--- src/sv/ssd_pkg.sv ---
// Shared types and constants for the step/direction generator.
// Op, command, status and register codes plus parameter defaults.
// No dependencies.
package ssd_pkg;

    // Parameter defaults
    localparam int QUEUE_DEPTH_DEF     = 8;
    localparam int STEP_COUNT_BITS_DEF = 24;
    localparam int PERIOD_BITS_DEF     = 16;

    // Configuration port geometry and register widths
    localparam int CFG_W         = 24;
    localparam int CFG_IDX_W     = 1;
    localparam int HOME_PERIOD_W = 16;
    localparam int HOME_STEPS_W  = 24;

    localparam logic [HOME_PERIOD_W-1:0] HOME_PERIOD_RST = 16'd625;
    localparam logic [HOME_STEPS_W-1:0]  HOME_MAX_RST    = 24'd320000;

    typedef enum logic [2:0] {
        OP_TICK    = 3'd0,
        OP_MOVE    = 3'd1,
        OP_HOME    = 3'd2,
        OP_ENABLE  = 3'd3,
        OP_DISABLE = 3'd4
    } t_op;

    typedef enum logic [2:0] {
        CMD_NONE    = 3'd0,
        CMD_TICK    = 3'd1,
        CMD_MOVE    = 3'd2,
        CMD_HOME    = 3'd3,
        CMD_ENABLE  = 3'd4,
        CMD_DISABLE = 3'd5
    } t_cmd;

    typedef enum logic [2:0] {
        ST_NONE         = 3'd0,
        ST_ACCEPTED     = 3'd1,
        ST_QUEUE_FULL   = 3'd2,
        ST_BUSY         = 3'd3,
        ST_HOME_REACHED = 3'd4,
        ST_HOME_ABORTED = 3'd5,
        ST_ALREADY_HOME = 3'd6
    } t_status;

    typedef enum logic [CFG_IDX_W-1:0] {
        REG_HOME_PERIOD = 1'b0,
        REG_HOME_MAX    = 1'b1
    } t_cfg_reg;

    // Pin levels and status of one result beat
    typedef struct packed {
        logic    step;
        logic    dir;
        logic    enable_n;
        logic    idle;
        t_status status;
    } t_flags;

endpackage

--- src/sv/ssd_front.sv ---
// Front end: decodes each input beat into a command, precomputes the half period
// and holds the commands in a two-entry queue for the engine.
// Depends on ssd_pkg.
module ssd_front #(
    parameter int SB = ssd_pkg::STEP_COUNT_BITS_DEF,
    parameter int PB = ssd_pkg::PERIOD_BITS_DEF
) (
    input  logic              i_clk,
    input  logic              i_rst_n,
    input  logic              i_push,
    output logic              o_full,
    input  logic [2:0]        i_op,
    input  logic              i_move_up,
    input  logic [SB-1:0]     i_step_total,
    input  logic [PB-1:0]     i_period_us,
    input  logic              i_endstop_hit,
    output logic              o_valid,
    input  logic              i_take,
    output ssd_pkg::t_cmd     o_cmd,
    output logic              o_up,
    output logic [SB-1:0]     o_steps,
    output logic [PB-2:0]     o_half,
    output logic              o_hit
);
    localparam int HQ = PB - 1;

    ssd_pkg::t_cmd w_cmd;
    logic [HQ-1:0] w_half;
    logic          w_push;
    logic          w_pop;

    ssd_pkg::t_cmd r_q_cmd   [2];
    logic          r_q_up    [2];
    logic [SB-1:0] r_q_steps [2];
    logic [HQ-1:0] r_q_half  [2];
    logic          r_q_hit   [2];
    logic          r_wr_ptr;
    logic          r_rd_ptr;
    logic [1:0]    r_cnt;

    // Classify the op
    always_comb begin
        unique case (ssd_pkg::t_op'(i_op))
            ssd_pkg::OP_TICK:    w_cmd = ssd_pkg::CMD_TICK;
            ssd_pkg::OP_MOVE:    w_cmd = ssd_pkg::CMD_MOVE;
            ssd_pkg::OP_HOME:    w_cmd = ssd_pkg::CMD_HOME;
            ssd_pkg::OP_ENABLE:  w_cmd = ssd_pkg::CMD_ENABLE;
            ssd_pkg::OP_DISABLE: w_cmd = ssd_pkg::CMD_DISABLE;
            default:             w_cmd = ssd_pkg::CMD_NONE;
        endcase
    end

    // Halve the period, clamp a zero half period to one tick
    assign w_half = (i_period_us[PB-1:1] == '0) ? HQ'(1) : i_period_us[PB-1:1];

    assign o_full  = (r_cnt == 2'd2);
    assign o_valid = (r_cnt != 2'd0);
    assign w_push  = i_push && !o_full;
    assign w_pop   = o_valid && i_take;

    // Store the beat
    always_ff @(posedge i_clk) begin
        if (w_push) begin
            r_q_cmd[r_wr_ptr]   <= w_cmd;
            r_q_up[r_wr_ptr]    <= i_move_up;
            r_q_steps[r_wr_ptr] <= i_step_total;
            r_q_half[r_wr_ptr]  <= w_half;
            r_q_hit[r_wr_ptr]   <= i_endstop_hit;
        end
    end

    // Advance pointers and fill count
    always_ff @(posedge i_clk) begin
        if (!i_rst_n) begin
            r_wr_ptr <= 1'b0;
            r_rd_ptr <= 1'b0;
            r_cnt    <= 2'd0;
        end else begin
            if (w_push) r_wr_ptr <= ~r_wr_ptr;
            if (w_pop)  r_rd_ptr <= ~r_rd_ptr;
            r_cnt <= r_cnt + 2'(w_push) - 2'(w_pop);
        end
    end

    assign o_cmd   = r_q_cmd[r_rd_ptr];
    assign o_up    = r_q_up[r_rd_ptr];
    assign o_steps = r_q_steps[r_rd_ptr];
    assign o_half  = r_q_half[r_rd_ptr];
    assign o_hit   = r_q_hit[r_rd_ptr];

endmodule

--- src/sv/ssd_engine.sv ---
// Back end: move queue, step timing and homing sequencer; one command per cycle
// while the result queue has space. Holds the homing registers and produces one
// result beat per command. Depends on ssd_pkg.
module ssd_engine #(
    parameter int QD = ssd_pkg::QUEUE_DEPTH_DEF,
    parameter int SB = ssd_pkg::STEP_COUNT_BITS_DEF,
    parameter int PB = ssd_pkg::PERIOD_BITS_DEF,
    localparam int CW = $clog2(QD + 1)
) (
    input  logic                          i_clk,
    input  logic                          i_rst_n,
    input  logic                          i_cfg_we,
    input  logic [ssd_pkg::CFG_IDX_W-1:0] i_cfg_idx,
    input  logic [ssd_pkg::CFG_W-1:0]     i_cfg_data,
    input  logic                          i_valid,
    output logic                          o_take,
    input  ssd_pkg::t_cmd                 i_cmd,
    input  logic                          i_up,
    input  logic [SB-1:0]                 i_steps,
    input  logic [PB-2:0]                 i_half,
    input  logic                          i_hit,
    input  logic                          i_space,
    output ssd_pkg::t_flags               o_flags,
    output logic [CW-1:0]                 o_level
);
    localparam int QW = (QD > 1) ? $clog2(QD) : 1;
    localparam int HQ = PB - 1;
    localparam int HW = ((PB > ssd_pkg::HOME_PERIOD_W) ? PB : ssd_pkg::HOME_PERIOD_W) - 1;
    localparam int EW = 1 + SB + HQ;
    localparam int HP = ssd_pkg::HOME_PERIOD_W;
    localparam int HS = ssd_pkg::HOME_STEPS_W;

    // Homing registers
    logic [HP-1:0] r_home_period;
    logic [HS-1:0] r_home_max;

    // Move queue
    logic [EW-1:0] r_mem [QD];
    logic [EW-1:0] r_rd;
    logic [QW-1:0] r_head,  n_head;
    logic [CW-1:0] r_count, n_count;

    // Stepper state
    logic          r_moving, n_moving;
    logic          r_homing, n_homing;
    logic [SB-1:0] r_sl,     n_sl;
    logic [HW-1:0] r_half,   n_half;
    logic [HW-1:0] r_pt,     n_pt;
    logic [HS-1:0] r_done,   n_done;
    logic          r_step,   n_step;
    logic          r_dir,    n_dir;
    logic          r_drv,    n_drv;

    logic             w_fire;
    logic             w_wr;
    logic             w_check;
    ssd_pkg::t_status w_status;
    logic [CW:0]      w_sum;
    logic [CW:0]      w_slot_full;
    logic [QW-1:0]    w_slot;
    logic [QW-1:0]    w_head_inc;
    logic [EW-1:0]    w_entry;
    logic             w_rd_up;
    logic [SB-1:0]    w_rd_steps;
    logic [HQ-1:0]    w_rd_half;
    logic [HP-2:0]    w_home_half;
    logic [HW-1:0]    w_pt_dec;
    logic [SB-1:0]    w_sl_dec;

    assign o_take = i_valid && i_space;
    assign w_fire = o_take;

    // Ring addressing
    assign w_sum       = (CW+1)'(r_head) + (CW+1)'(r_count);
    assign w_slot_full = (w_sum >= (CW+1)'(QD)) ? w_sum - (CW+1)'(QD) : w_sum;
    assign w_slot      = w_slot_full[QW-1:0];
    assign w_head_inc  = (r_head == QW'(QD - 1)) ? '0 : r_head + 1'b1;

    assign w_entry    = {i_up, i_steps, i_half};
    assign w_rd_up    = r_rd[EW-1];
    assign w_rd_steps = r_rd[SB+HQ-1:HQ];
    assign w_rd_half  = r_rd[HQ-1:0];

    assign w_home_half = (r_home_period[HP-1:1] == '0) ? (HP-1)'(1) : r_home_period[HP-1:1];
    assign w_pt_dec    = r_pt - 1'b1;
    assign w_sl_dec    = (r_sl != '0) ? r_sl - 1'b1 : '0;

    // Next state for the command at the head of the front queue
    always_comb begin
        n_head   = r_head;
        n_count  = r_count;
        n_moving = r_moving;
        n_homing = r_homing;
        n_sl     = r_sl;
        n_half   = r_half;
        n_pt     = r_pt;
        n_done   = r_done;
        n_step   = r_step;
        n_dir    = r_dir;
        n_drv    = r_drv;
        w_wr     = 1'b0;
        w_check  = 1'b0;
        w_status = ssd_pkg::ST_NONE;

        if (w_fire) begin
            unique case (i_cmd)
                ssd_pkg::CMD_TICK: begin
                    if (r_homing) begin
                        // Low phase over: check endstop before the next step
                        if (r_pt == '0) begin
                            w_check = 1'b1;
                        end else if (w_pt_dec != '0) begin
                            n_pt = w_pt_dec;
                        end else if (r_step) begin
                            n_step = 1'b0;
                            n_pt   = r_half;
                        end else begin
                            w_check = 1'b1;
                        end
                    end else if (r_moving) begin
                        if (r_pt > HW'(1)) begin
                            n_pt = w_pt_dec;
                        end else begin
                            n_pt = '0;
                            if (r_step) begin
                                n_step = 1'b0;
                                n_pt   = r_half;
                            end else begin
                                n_sl = w_sl_dec;
                                if (w_sl_dec != '0) begin
                                    n_step = 1'b1;
                                    n_pt   = r_half;
                                end else begin
                                    n_moving = 1'b0;
                                end
                            end
                        end
                    end else if (r_count != '0) begin
                        // Start the oldest queued move
                        n_head  = w_head_inc;
                        n_count = r_count - 1'b1;
                        n_dir   = w_rd_up;
                        n_sl    = w_rd_steps;
                        n_half  = HW'(w_rd_half);
                        if (w_rd_steps != '0) begin
                            n_moving = 1'b1;
                            n_step   = 1'b1;
                            n_pt     = HW'(w_rd_half);
                        end
                    end
                end
                ssd_pkg::CMD_MOVE: begin
                    if (r_count == CW'(QD)) begin
                        w_status = ssd_pkg::ST_QUEUE_FULL;
                    end else begin
                        w_wr     = 1'b1;
                        n_count  = r_count + 1'b1;
                        w_status = ssd_pkg::ST_ACCEPTED;
                    end
                end
                ssd_pkg::CMD_HOME: begin
                    if (r_moving || r_homing || r_count != '0) begin
                        w_status = ssd_pkg::ST_BUSY;
                    end else if (i_hit) begin
                        w_status = ssd_pkg::ST_ALREADY_HOME;
                    end else begin
                        n_drv    = 1'b1;
                        n_dir    = 1'b0;
                        n_homing = 1'b1;
                        n_done   = '0;
                        n_step   = 1'b0;
                        n_pt     = '0;
                        n_half   = HW'(w_home_half);
                        w_status = ssd_pkg::ST_ACCEPTED;
                    end
                end
                ssd_pkg::CMD_ENABLE: begin
                    n_drv    = 1'b1;
                    w_status = ssd_pkg::ST_ACCEPTED;
                end
                ssd_pkg::CMD_DISABLE: begin
                    n_drv    = 1'b0;
                    w_status = ssd_pkg::ST_ACCEPTED;
                end
                default: ;
            endcase

            // Homing endstop check and step start
            if (w_check) begin
                if (i_hit) begin
                    n_homing = 1'b0;
                    n_step   = 1'b0;
                    n_pt     = '0;
                    w_status = ssd_pkg::ST_HOME_REACHED;
                end else if (r_done >= r_home_max) begin
                    n_homing = 1'b0;
                    n_step   = 1'b0;
                    n_pt     = '0;
                    w_status = ssd_pkg::ST_HOME_ABORTED;
                end else begin
                    n_done = r_done + 1'b1;
                    n_step = 1'b1;
                    n_pt   = r_half;
                end
            end
        end
    end

    // Result beat reflects the state after the command
    always_comb begin
        o_flags.step     = n_step;
        o_flags.dir      = n_dir;
        o_flags.enable_n = ~n_drv;
        o_flags.idle     = !n_moving && !n_homing && (n_count == '0);
        o_flags.status   = w_status;
        o_level          = n_count;
    end

    // Queue storage, read data registered at the next head, same-slot write forwarded
    always_ff @(posedge i_clk) begin
        if (w_wr) r_mem[w_slot] <= w_entry;
        r_rd <= (w_wr && w_slot == n_head) ? w_entry : r_mem[n_head];
    end

    // Homing registers
    always_ff @(posedge i_clk) begin
        if (!i_rst_n) begin
            r_home_period <= ssd_pkg::HOME_PERIOD_RST;
            r_home_max    <= ssd_pkg::HOME_MAX_RST;
        end else if (i_cfg_we) begin
            unique case (ssd_pkg::t_cfg_reg'(i_cfg_idx))
                ssd_pkg::REG_HOME_PERIOD: r_home_period <= i_cfg_data[HP-1:0];
                ssd_pkg::REG_HOME_MAX:    r_home_max    <= i_cfg_data[HS-1:0];
                default: ;
            endcase
        end
    end

    // Stepper state
    always_ff @(posedge i_clk) begin
        if (!i_rst_n) begin
            r_head   <= '0;
            r_count  <= '0;
            r_moving <= 1'b0;
            r_homing <= 1'b0;
            r_sl     <= '0;
            r_half   <= '0;
            r_pt     <= '0;
            r_done   <= '0;
            r_step   <= 1'b0;
            r_dir    <= 1'b0;
            r_drv    <= 1'b0;
        end else begin
            r_head   <= n_head;
            r_count  <= n_count;
            r_moving <= n_moving;
            r_homing <= n_homing;
            r_sl     <= n_sl;
            r_half   <= n_half;
            r_pt     <= n_pt;
            r_done   <= n_done;
            r_step   <= n_step;
            r_dir    <= n_dir;
            r_drv    <= n_drv;
        end
    end

endmodule

--- src/sv/ssd_result_q.sv ---
// Two-entry result queue between the engine and the result ports.
// Generic width; no package dependency.
module ssd_result_q #(
    parameter int W = 8
) (
    input  logic         i_clk,
    input  logic         i_rst_n,
    input  logic         i_push,
    output logic         o_space,
    input  logic [W-1:0] i_data,
    output logic         o_empty,
    input  logic         i_pop,
    output logic [W-1:0] o_data
);
    logic [W-1:0] r_q [2];
    logic         r_wr_ptr;
    logic         r_rd_ptr;
    logic [1:0]   r_cnt;
    logic         w_push;
    logic         w_pop;

    assign o_space = (r_cnt != 2'd2);
    assign o_empty = (r_cnt == 2'd0);
    assign w_push  = i_push && o_space;
    assign w_pop   = i_pop && !o_empty;
    assign o_data  = r_q[r_rd_ptr];

    // Store the beat
    always_ff @(posedge i_clk) begin
        if (w_push) r_q[r_wr_ptr] <= i_data;
    end

    // Advance pointers and fill count
    always_ff @(posedge i_clk) begin
        if (!i_rst_n) begin
            r_wr_ptr <= 1'b0;
            r_rd_ptr <= 1'b0;
            r_cnt    <= 2'd0;
        end else begin
            if (w_push) r_wr_ptr <= ~r_wr_ptr;
            if (w_pop)  r_rd_ptr <= ~r_rd_ptr;
            r_cnt <= r_cnt + 2'(w_push) - 2'(w_pop);
        end
    end

endmodule

--- src/sv/stepper_step_dir_generator.sv ---
// Step/direction pulse generator top level: front decoder, stepping engine, result queue.
// Depends on ssd_pkg, ssd_front, ssd_engine, ssd_result_q.
//
//  channel   | handshake        | payload
//  ----------+------------------+----------------------------------------------------
//  input     | push / full      | i_op i_move_up i_step_total i_period_us i_endstop_hit
//  result    | pop / empty      | o_step_line o_dir_line o_enable_n o_idle o_status
//            |                  | o_queue_level
//  config    | i_cfg_we         | i_cfg_idx i_cfg_data
//
// One beat per cycle in and out while neither full nor empty stalls it; every input
// beat yields one result beat. A beat's result reaches the result ports through the
// front command register and the result queue register around the engine.
// Reset is synchronous; the move queue storage is not cleared.
// A stalled result side fills the result queue, then the front queue, then raises full.
module stepper_step_dir_generator #(
    parameter int QUEUE_DEPTH     = ssd_pkg::QUEUE_DEPTH_DEF,
    parameter int STEP_COUNT_BITS = ssd_pkg::STEP_COUNT_BITS_DEF,
    parameter int PERIOD_BITS     = ssd_pkg::PERIOD_BITS_DEF,
    localparam int CW = $clog2(QUEUE_DEPTH + 1)
) (
    input  logic                          i_clk,
    input  logic                          i_rst_n,
    input  logic                          i_cfg_we,
    input  logic [ssd_pkg::CFG_IDX_W-1:0] i_cfg_idx,
    input  logic [ssd_pkg::CFG_W-1:0]     i_cfg_data,
    input  logic                          push,
    output logic                          full,
    input  logic [2:0]                    i_op,
    input  logic                          i_move_up,
    input  logic [STEP_COUNT_BITS-1:0]    i_step_total,
    input  logic [PERIOD_BITS-1:0]        i_period_us,
    input  logic                          i_endstop_hit,
    output logic                          empty,
    input  logic                          pop,
    output logic                          o_step_line,
    output logic                          o_dir_line,
    output logic                          o_enable_n,
    output logic                          o_idle,
    output logic [2:0]                    o_status,
    output logic [CW-1:0]                 o_queue_level
);
    localparam int FW = $bits(ssd_pkg::t_flags);
    localparam int RW = FW + CW;

    logic                       w_cmd_valid;
    logic                       w_take;
    ssd_pkg::t_cmd              w_cmd;
    logic                       w_up;
    logic [STEP_COUNT_BITS-1:0] w_steps;
    logic [PERIOD_BITS-2:0]     w_half;
    logic                       w_hit;
    logic                       w_space;
    ssd_pkg::t_flags            w_flags;
    logic [CW-1:0]              w_level;
    logic [RW-1:0]              w_res_data;
    ssd_pkg::t_flags            w_out_flags;

    // Decode and buffer input beats
    ssd_front #(
        .SB (STEP_COUNT_BITS),
        .PB (PERIOD_BITS)
    ) u_front (
        .i_clk         (i_clk),
        .i_rst_n       (i_rst_n),
        .i_push        (push),
        .o_full        (full),
        .i_op          (i_op),
        .i_move_up     (i_move_up),
        .i_step_total  (i_step_total),
        .i_period_us   (i_period_us),
        .i_endstop_hit (i_endstop_hit),
        .o_valid       (w_cmd_valid),
        .i_take        (w_take),
        .o_cmd         (w_cmd),
        .o_up          (w_up),
        .o_steps       (w_steps),
        .o_half        (w_half),
        .o_hit         (w_hit)
    );

    // Execute commands
    ssd_engine #(
        .QD (QUEUE_DEPTH),
        .SB (STEP_COUNT_BITS),
        .PB (PERIOD_BITS)
    ) u_engine (
        .i_clk      (i_clk),
        .i_rst_n    (i_rst_n),
        .i_cfg_we   (i_cfg_we),
        .i_cfg_idx  (i_cfg_idx),
        .i_cfg_data (i_cfg_data),
        .i_valid    (w_cmd_valid),
        .o_take     (w_take),
        .i_cmd      (w_cmd),
        .i_up       (w_up),
        .i_steps    (w_steps),
        .i_half     (w_half),
        .i_hit      (w_hit),
        .i_space    (w_space),
        .o_flags    (w_flags),
        .o_level    (w_level)
    );

    // Hold results until popped
    ssd_result_q #(
        .W (RW)
    ) u_result_q (
        .i_clk   (i_clk),
        .i_rst_n (i_rst_n),
        .i_push  (w_take),
        .o_space (w_space),
        .i_data  ({w_flags, w_level}),
        .o_empty (empty),
        .i_pop   (pop),
        .o_data  (w_res_data)
    );

    assign w_out_flags   = ssd_pkg::t_flags'(w_res_data[RW-1:CW]);
    assign o_step_line   = w_out_flags.step;
    assign o_dir_line    = w_out_flags.dir;
    assign o_enable_n    = w_out_flags.enable_n;
    assign o_idle        = w_out_flags.idle;
    assign o_status      = w_out_flags.status;
    assign o_queue_level = w_res_data[CW-1:0];

endmodule

--- config.mk ---
export PLATFORM = sky130hd
export DESIGN_NAME = stepper_step_dir_generator
export DESIGN_NICKNAME = d
export VERILOG_FILES = /design/src/sv/ssd_pkg.sv /design/src/sv/ssd_front.sv /design/src/sv/ssd_engine.sv /design/src/sv/ssd_result_q.sv /design/src/sv/stepper_step_dir_generator.sv
export SDC_FILE = /design/constraint.sdc
export NUM_CORES = 1
export LEC_CHECK = 0
export BUFFER_PORTS_ARGS = -buffer_cell sky130_fd_sc_hd__buf_2
export CAP_MARGIN = 25
export CORE_MARGIN = 4
export CORE_UTILIZATION = 50
export DETAILED_ROUTE_END_ITERATION = 10
export GPL_ROUTABILITY_DRIVEN = 0
export PLACE_DENSITY_LB_ADDON = 0.08
export SLEW_MARGIN = 10
export SYNTH_ARGS = -nofsm -noshare
export SYNTH_HDL_FRONTEND = slang
export SYNTH_SLANG_ARGS = --single-unit
--- constraint.sdc ---
create_clock -name i_clk -period 5.8 [get_ports i_clk]
set_input_delay 0.87 -clock i_clk [delete_from_list [all_inputs] [get_ports i_clk]]
set_output_delay 0.87 -clock i_clk [all_outputs]
set_load 0.02 [all_outputs]
==> results of run 1 <==
[synth_stat cells, drive strengths merged, types with 12 or more instances]
cell	number	share of area, %
a21o	16	0.47
a21oi	74	1.5
a22oi	34	1.0
a31oi	13	0.32
and2	27	0.66
and3	13	0.32
buf	31	0.61
clkbuf	93	1.4
dfxtp	142	11
edfxtp	430	51
ha	38	1.9
inv	50	0.74
mux2	66	2.9
mux2i	45	1.8
mux4	79	7.0
nand2	147	2.2
nand3	31	0.66
nand4	19	0.53
nor2	130	1.9
nor3	48	0.96
nor3b	15	0.52
nor4	29	0.76
o211ai	13	0.38
o21ai	66	1.3
o221ai	12	0.41
o22ai	22	0.54
or4	13	0.38
xnor2	23	0.79
xor2	18	0.62
[kinds of logic (layout without fill, tap and decap cells)]
family	Yosys count	after routing
AOI/OAI and AO/OA	351	351
xor gates and xnor gates	41	41
adders and majority gates	39	39
buffers and inverters	175	287
DFF	572	572
muxes	190	190
and+or+nand+nor	536	536
[routing by layer]
metal	GRT usage [%]	vias up	wire, um
li1	-	7479	-
met3	3.41	84	3110
met1	31.1	7955	26700
met4	6.15	0	1260
met2	33.1	461	26900
met5	0	-	0
[how the worst min path moves through the flow]
stage / from / end / slack (ns)
floorplan: u_engine.r_home_max[10] / u_engine.r_home_max[10] / 0.44
global placement: u_engine.r_home_max[19] / u_engine.r_home_max[19] / 0.45
detailed placement: u_engine.r_home_max[1] / u_engine.r_home_max[1] / 0.45
CTS: i_step_total[3] / u_front.r_q_steps[1][3] / 0.39
global route: i_step_total[3] / u_front.r_q_steps[1][3] / 0.40
finish: i_step_total[3] / u_front.r_q_steps[1][3] / 0.43
[where the power goes]
part           switching [W]  internal (W)
clock network        0.00161       0.00232
registers           0.000216       0.00496
logic                0.00191       0.00105
total                0.00373       0.00833
[critical path, stage by stage, from the launching register on]
cell and delay [ns]:
sky130_fd_sc_hd__dfxtp_4 0.77, sky130_fd_sc_hd__buf_4 0.61, sky130_fd_sc_hd__mux2i_1 0.63, sky130_fd_sc_hd__nand4_1 0.16, sky130_fd_sc_hd__nor4_1 0.52, sky130_fd_sc_hd__a31oi_1 0.37
sky130_fd_sc_hd__o21a_1 0.66, sky130_fd_sc_hd__and3b_1 0.38, sky130_fd_sc_hd__nor3_1 0.16
[per-stage QoR]
stage	cell area (um^2)	power, W	std cells	setup slack [ns]
after global placement	26600	0.00811	2575	1.45
after detailed placement	26600	0.00820	2576	1.38
after global routing	28600	0.0127	2688	1.12
final	28600	0.0121	2688	1.38
after CTS	28600	0.0121	2688	1.37
after floorplan	25400	0.00736	1904	0.891
[flip-flops by register name, summed over array words and instances, names as in the netlist, 4 cells and up, named ones only]
name and flops:
u_engine.r_sl 24, u_engine.r_half 15, u_engine.r_mem 320, u_front.r_q_cmd 6, u_front.r_q_steps 48, u_engine.r_pt 15, u_engine.r_count 4, u_engine.r_home_period 15
u_result_q.r_q 22, u_front.r_q_half 30, u_engine.r_home_max 24, u_engine.r_done 24
[cell type report]
class / instances / area, um^2 / share of cell area [%]
flip-flops and latches: 572 / 15800 / 55.1
clock inverters: 46 / 531 / 1.86
repair buffers: 124 / 728 / 2.55
multi-input cells: 1157 / 9040 / 31.6
inverters: 51 / 191 / 0.669
clock buffers: 66 / 1500 / 5.25
well taps: 672 / 841 / 2.94
==> metrics.txt, run 1 <==
# TYPE chip_impl_metric gauge
chip_impl_info{name="worstHoldPathType",value="input port to flop"} 1
chip_impl_metric{name="global_route.usage.total",unit="%"} 21.2
chip_impl_metric{name="drt-initial-drc-count",unit=""} 1294
chip_impl_metric{name="timing_hold_violations_final",unit=""} 0
chip_impl_metric{name="clk_lat_worst_skew",unit="ns"} 0.64
chip_impl_metric{name="antennaDiodeCount",unit=""} 0
chip_impl_metric{name="drt-wirelength-per-cell",unit="um"} 21.5
chip_impl_metric{name="first_global_vias",unit=""} 15300
chip_impl_metric{name="p_per_area",unit="mW/mm^2"} 422
chip_impl_metric{name="grt_pass1_wl",unit="mm"} 89.9
chip_impl_metric{name="yosys.cell_types.count",unit=""} 90
chip_impl_info{name="layout.cells.most_common_list",value="sky130_fd_sc_hd__edfxtp_1 (430), sky130_fd_sc_hd__nand2_1 (147), sky130_fd_sc_hd__dfxtp_1 (138)"} 1
chip_impl_metric{name="die_area",unit="mm^2"} 0.0545
chip_impl_metric{name="min_period_over_period",unit="%"} 76.2
chip_impl_metric{name="antenna_violations_before_repair",unit=""} 0
chip_impl_info{name="clockRootBuffer",value="sky130_fd_sc_hd__clkbuf_16"} 1
chip_impl_metric{name="clkTransAtPathRegs",unit="ns"} 0.07
chip_impl_metric{name="maxSlewHeadroom",unit="%"} 29.6
chip_impl_metric{name="postSynth.asyncResetShare",unit="%"} 0
chip_impl_info{name="path_class",value="flop to flop"} 1
chip_impl_metric{name="cts.htree.levels",unit=""} 2
chip_impl_metric{name="worst-slew-pin-transition",unit="ns"} 1.06
chip_impl_metric{name="vdd.ir_drop.worst",unit="uV"} 254
chip_impl_metric{name="fin_hold_ws",unit="ns"} 0.427
chip_impl_metric{name="largest_net_degree_at_the_start_of_global_routing",unit=""} 71
chip_impl_info{name="r2r_end",value="u_engine.r_pt[0]"} 1
chip_impl_metric{name="detail_route.drc_violations",unit=""} 0
chip_impl_metric{name="core_region_area",unit="mm^2"} 0.0502
chip_impl_metric{name="yosysWarningCount",unit=""} 0
chip_impl_metric{name="synth_compound_gate_area_share",unit="%"} 9.45
chip_impl_info{name="outcome",value="completed"} 1
chip_impl_info{name="final_common_cell",value="sky130_fd_sc_hd__edfxtp_1"} 1
chip_impl_metric{name="post-cts-setup-buffer-count",unit=""} 0
chip_impl_metric{name="synth_mux_area_share",unit="%"} 11.7
chip_impl_info{name="synth_flop_cell",value="sky130_fd_sc_hd__edfxtp_1"} 1
chip_impl_metric{name="final_antenna_net_count",unit=""} 0
chip_impl_metric{name="area_share_of_fa_ha_maj_cells_after_synthesis",unit="%"} 1.95
chip_impl_info{name="critical_path.endpoint_type",value="flop"} 1
chip_impl_metric{name="achievable-frequency",unit="MHz"} 226
chip_impl_metric{name="cts-resized-gates",unit=""} 0
chip_impl_info{name="startpoint_type",value="flop"} 1
chip_impl_metric{name="placement_rows",unit=""} 82
chip_impl_metric{name="max_fanout_on_critical_path",unit=""} 38
chip_impl_metric{name="setup_viol",unit=""} 0
chip_impl_metric{name="cap_violations",unit=""} 0
chip_impl_info{name="cts_tree",value="built"} 1
chip_impl_metric{name="drt_first_pass_iters",unit=""} 7
chip_impl_metric{name="count_of_boundary_i_o_pins",unit=""} 88
chip_impl_metric{name="detailroute.via_count",unit=""} 16000
chip_impl_metric{name="avgSynthCellArea",unit="um^2"} 13.4
chip_impl_metric{name="seq_area_frac_synth",unit="%"} 62.0
chip_impl_metric{name="fp.dieH",unit="um"} 233
chip_impl_metric{name="synthesis.area",unit="mm^2"} 0.0254
chip_impl_metric{name="filler_cell_count",unit=""} 4060
chip_impl_info{name="worst_setup_path_endpoint",value="u_engine.r_pt[0]"} 1
chip_impl_metric{name="ratio_of_cells_with_drive_above_1_in_the_final_layout",unit="%"} 20.3
chip_impl_metric{name="post-route-util",unit="%"} 57.0
chip_impl_metric{name="ctsHoldBuffers",unit=""} 0
chip_impl_metric{name="syn-instance-count",unit=""} 1904
chip_impl_metric{name="clk_path_buf_depth",unit=""} 3
chip_impl_metric{name="min_delay_path_depth",unit=""} 1
chip_impl_metric{name="place_hpwl",unit="mm"} 36.5
chip_impl_metric{name="initial_utilization",unit="%"} 50.7
chip_impl_metric{name="postSynthRegisterBits",unit=""} 572
chip_impl_metric{name="synth_xor_xnor_area_share",unit="%"} 1.41
chip_impl_metric{name="setup_total_negative_slack",unit="ns"} 0
chip_impl_metric{name="port_buffers",unit=""} 86
chip_impl_metric{name="overall_routed_net_length",unit="mm"} 57.9
chip_impl_metric{name="worst-r2r-cell-count",unit=""} 8
chip_impl_metric{name="die_x",unit="um"} 233
chip_impl_metric{name="rrSetupSlack",unit="ns"} 1.38
chip_impl_metric{name="timing.critical_path.arrival",unit="ns"} 4.98
chip_impl_metric{name="power.leakage",unit="nW"} 9.80
chip_impl_metric{name="post_drt_via_cell_ratio",unit=""} 5.94
chip_impl_metric{name="fin_worst_skew",unit="ns"} 0.0284
chip_impl_metric{name="postSynthNetCount",unit=""} 2018
chip_impl_metric{name="tritoncts.num_buffers",unit=""} 59
chip_impl_metric{name="synthToLayoutAreaGrowth",unit="%"} 12.5
chip_impl_metric{name="yosys.area_share.simple",unit="%"} 10.8
chip_impl_metric{name="final_nets",unit=""} 2079
chip_impl_metric{name="cts.sinks",unit=""} 572
chip_impl_info{name="setup_repair_after_global_routing_missed_its_margin",value="no"} 1
chip_impl_metric{name="overflow",unit=""} 0
chip_impl_metric{name="final-max-slew-violation-count",unit=""} 0
chip_impl_metric{name="final_period_minus_worst_setup_slack",unit="ns"} 4.42
chip_impl_info{name="main_combinational_cell_family_by_area_after_synthesis",value="multiplexers"} 1
chip_impl_metric{name="cp.required",unit="ns"} 6.37
chip_impl_metric{name="synth_edf_count",unit=""} 430
Power figures use the tool's default switching activity.
==> run 2, diff against run 1 <==
==> constraint.sdc (replaced) <==
create_clock -name i_clk -period 4.2 [get_ports i_clk]
set_input_delay 0.63 -clock i_clk [delete_from_list [all_inputs] [get_ports i_clk]]
set_output_delay 0.63 -clock i_clk [all_outputs]
set_load 0.02 [all_outputs]
==> metrics.txt, run 2 (synthesized netlist as in run 1, its figures left out) <==
# TYPE chip_impl_metric gauge
chip_impl_info{name="outcome",value="completed"} 1
chip_impl_metric{name="core_region_area",unit="mm^2"} 0.0502
chip_impl_info{name="reg_top3",value="u_engine.r_mem x320, u_front.r_q_steps x48, u_front.r_q_half x30"} 1
chip_impl_metric{name="max_fanout_on_critical_path",unit=""} 34
chip_impl_metric{name="synthToLayoutAreaGrowth",unit="%"} 12.8
chip_impl_metric{name="placement_rows",unit=""} 82
chip_impl_metric{name="die_x",unit="um"} 233
chip_impl_metric{name="cts.sinks",unit=""} 572
chip_impl_metric{name="clkTransAtPathRegs",unit="ns"} 0.07
chip_impl_metric{name="final_antenna_net_count",unit=""} 0
chip_impl_metric{name="place_hpwl",unit="mm"} 37.3
chip_impl_metric{name="overall_routed_net_length",unit="mm"} 58.0
chip_impl_metric{name="ctsHoldBuffers",unit=""} 0
chip_impl_metric{name="drt-initial-drc-count",unit=""} 1280
chip_impl_info{name="layout.cells.most_common_list",value="sky130_fd_sc_hd__edfxtp_1 (430), sky130_fd_sc_hd__nand2_1 (147), sky130_fd_sc_hd__dfxtp_1 (138)"} 1
chip_impl_metric{name="timing_hold_violations_final",unit=""} 0
chip_impl_metric{name="finalNonFillerCells",unit=""} 2713
chip_impl_metric{name="count_of_boundary_i_o_pins",unit=""} 88
chip_impl_metric{name="port_buffers",unit=""} 86
chip_impl_info{name="critical_path.endpoint_type",value="flop"} 1
chip_impl_metric{name="timing.critical_path.arrival",unit="ns"} 4.22
chip_impl_metric{name="placedCellCount",unit=""} 2603
chip_impl_metric{name="cts.htree.levels",unit=""} 2
chip_impl_metric{name="grt_pass1_wl",unit="mm"} 90.7
chip_impl_metric{name="overflow",unit=""} 0
chip_impl_info{name="cts_tree",value="built"} 1
chip_impl_metric{name="drt-wirelength-per-cell",unit="um"} 21.4
chip_impl_metric{name="worst-slew-pin-transition",unit="ns"} 1.01
chip_impl_info{name="startpoint_type",value="flop"} 1
chip_impl_info{name="clockRootBuffer",value="sky130_fd_sc_hd__clkbuf_16"} 1
chip_impl_metric{name="fp.dieH",unit="um"} 233
chip_impl_metric{name="p_per_area",unit="mW/mm^2"} 575
chip_impl_info{name="final_common_cell",value="sky130_fd_sc_hd__edfxtp_1"} 1
chip_impl_metric{name="cap_violations",unit=""} 0
chip_impl_metric{name="final_period_minus_worst_setup_slack",unit="ns"} 3.88
chip_impl_metric{name="cp.required",unit="ns"} 4.55
chip_impl_metric{name="vdd.ir_drop.worst",unit="uV"} 352
chip_impl_metric{name="power.leakage",unit="nW"} 9.87
chip_impl_metric{name="cts-resized-gates",unit=""} 0
chip_impl_metric{name="detailroute.via_count",unit=""} 16100
chip_impl_metric{name="clk_path_buf_depth",unit=""} 3
chip_impl_metric{name="antenna_violations_before_repair",unit=""} 0
chip_impl_metric{name="tritoncts.num_buffers",unit=""} 58
chip_impl_info{name="path_class",value="flop to flop"} 1
chip_impl_metric{name="min_period_over_period",unit="%"} 92.3
chip_impl_info{name="setup_repair_after_global_routing_missed_its_margin",value="no"} 1
chip_impl_metric{name="detail_route.drc_violations",unit=""} 0
chip_impl_metric{name="clk_lat_worst_skew",unit="ns"} 0.62
chip_impl_metric{name="ratio_of_cells_with_drive_above_1_in_the_final_layout",unit="%"} 20.6
chip_impl_metric{name="post_drt_via_cell_ratio",unit=""} 5.93
chip_impl_metric{name="final_nets",unit=""} 2105
chip_impl_metric{name="largest_net_degree_at_the_start_of_global_routing",unit=""} 46
chip_impl_metric{name="drt_first_pass_iters",unit=""} 5
chip_impl_metric{name="first_global_vias",unit=""} 15800
chip_impl_metric{name="report.power.total",unit="W"} 0.0165
chip_impl_metric{name="antennaDiodeCount",unit=""} 0
chip_impl_metric{name="global_route.usage.total",unit="%"} 21.3
chip_impl_metric{name="achievable-frequency",unit="MHz"} 258
chip_impl_metric{name="final-max-slew-violation-count",unit=""} 0
chip_impl_metric{name="post-route-util",unit="%"} 57.1
chip_impl_metric{name="post-cts-setup-buffer-count",unit=""} 0
chip_impl_metric{name="die_area",unit="mm^2"} 0.0545
chip_impl_metric{name="setup_viol",unit=""} 0
chip_impl_info{name="largest-register",value="u_engine.r_mem"} 1
chip_impl_info{name="worstHoldPathType",value="input port to flop"} 1
chip_impl_metric{name="fin_worst_skew",unit="ns"} 0.0263
chip_impl_metric{name="largest_register_ffs",unit=""} 320
chip_impl_metric{name="maxSlewHeadroom",unit="%"} 32.5
chip_impl_metric{name="initial_utilization",unit="%"} 50.7
==> run 2: cell count changes in the layout (fill, tap and decap cells not counted) <==
cell                         before  now
sky130_fd_sc_hd__buf_4           37   64
sky130_fd_sc_hd__clkbuf_1         7   18
sky130_fd_sc_hd__clkinvlp_4       6    1
sky130_fd_sc_hd__bufinv_16       10    6
sky130_fd_sc_hd__clkinv_1        12   15
sky130_fd_sc_hd__clkinv_2        11    8
sky130_fd_sc_hd__clkinv_4         3    1
sky130_fd_sc_hd__clkinv_8         2    0
sky130_fd_sc_hd__clkinvlp_2       2    0
sky130_fd_sc_hd__nor3_2           5    3
sky130_fd_sc_hd__nor3_4           0    2
sky130_fd_sc_hd__clkbuf_16       59   60
sky130_fd_sc_hd__inv_6            0    1
==> run 2: final timing paths <==
| path | start | end | slack [ns] | cells after the start |
|---|---|---|---|---|
| setup / recovery | flop | u_result_q.r_q[0][10] | 0.32 | 10 |
| hold reg to reg | u_engine.r_home_max[11] | u_engine.r_home_max[11] | 0.46 | 2 |
| setup reg to reg | flop | u_result_q.r_q[0][10] | 0.32 | 10 |
| hold / removal | i_step_total[5] | u_front.r_q_steps[0][5] | 0.20 | 1 |
==> run 2: per-layer routing <==
metal	up-vias	wire [um]	track usage (%)
met4	0	1100	5.38
met3	77	2620	2.74
met1	8100	27400	31.5
met2	389	26900	33.5
met5	-	0	0
li1	7523	-	-
==> run 2: area by class of cell <==
class | instances | area [um^2]
well taps | 672 | 841
flip-flops and latches | 572 | 15800
clock buffers | 78 | 1570
multi-input cells | 1157 | 9050
repair buffers | 151 | 931
fillers | 4059 | 21500
clock inverters | 32 | 318
inverters | 51 | 191
==> run 2: metrics by stage <==
step	worst slack [ns]	setup TNS (ns)	instance area (um^2)	hold slack (ns)
3_3_place_gp	0.294	0	26800	0.447
3_5_place_dp	0.323	0	26800	0.449
2_1_floorplan	-0.709	-56.72	25400	0.436
6_report	0.323	0	28700	0.198
5_1_grt	0.0903	0	28700	0.177
4_1_cts	0.297	0	28700	0.164
==> run 2: report_power, final <==
| part | total (W) | switching, W | leakage, nW | internal (W) |
|---|---|---|---|---|
| Combinational | 0.00421 | 0.00267 | 3.89 | 0.00154 |
| Clock | 0.00512 | 0.00213 | 0.917 | 0.00299 |
| Sequential | 0.00714 | 0.000288 | 5.06 | 0.00685 |
| Total | 0.0165 | 0.00509 | 9.87 | 0.0114 |
==> run 2: worst max-delay path, cell delays in order, from the launching register on <==
cell and delay [ns]:
sky130_fd_sc_hd__dfxtp_4 0.78, sky130_fd_sc_hd__mux4_2 0.58, sky130_fd_sc_hd__mux2i_1 0.44, sky130_fd_sc_hd__o2111ai_1 0.23, sky130_fd_sc_hd__nor4_1 0.38, sky130_fd_sc_hd__buf_4 0.20
sky130_fd_sc_hd__a31oi_1 0.10, sky130_fd_sc_hd__o311ai_0 0.31, sky130_fd_sc_hd__a211oi_1 0.10, sky130_fd_sc_hd__a211oi_1 0.31, sky130_fd_sc_hd__nor2_1 0.14
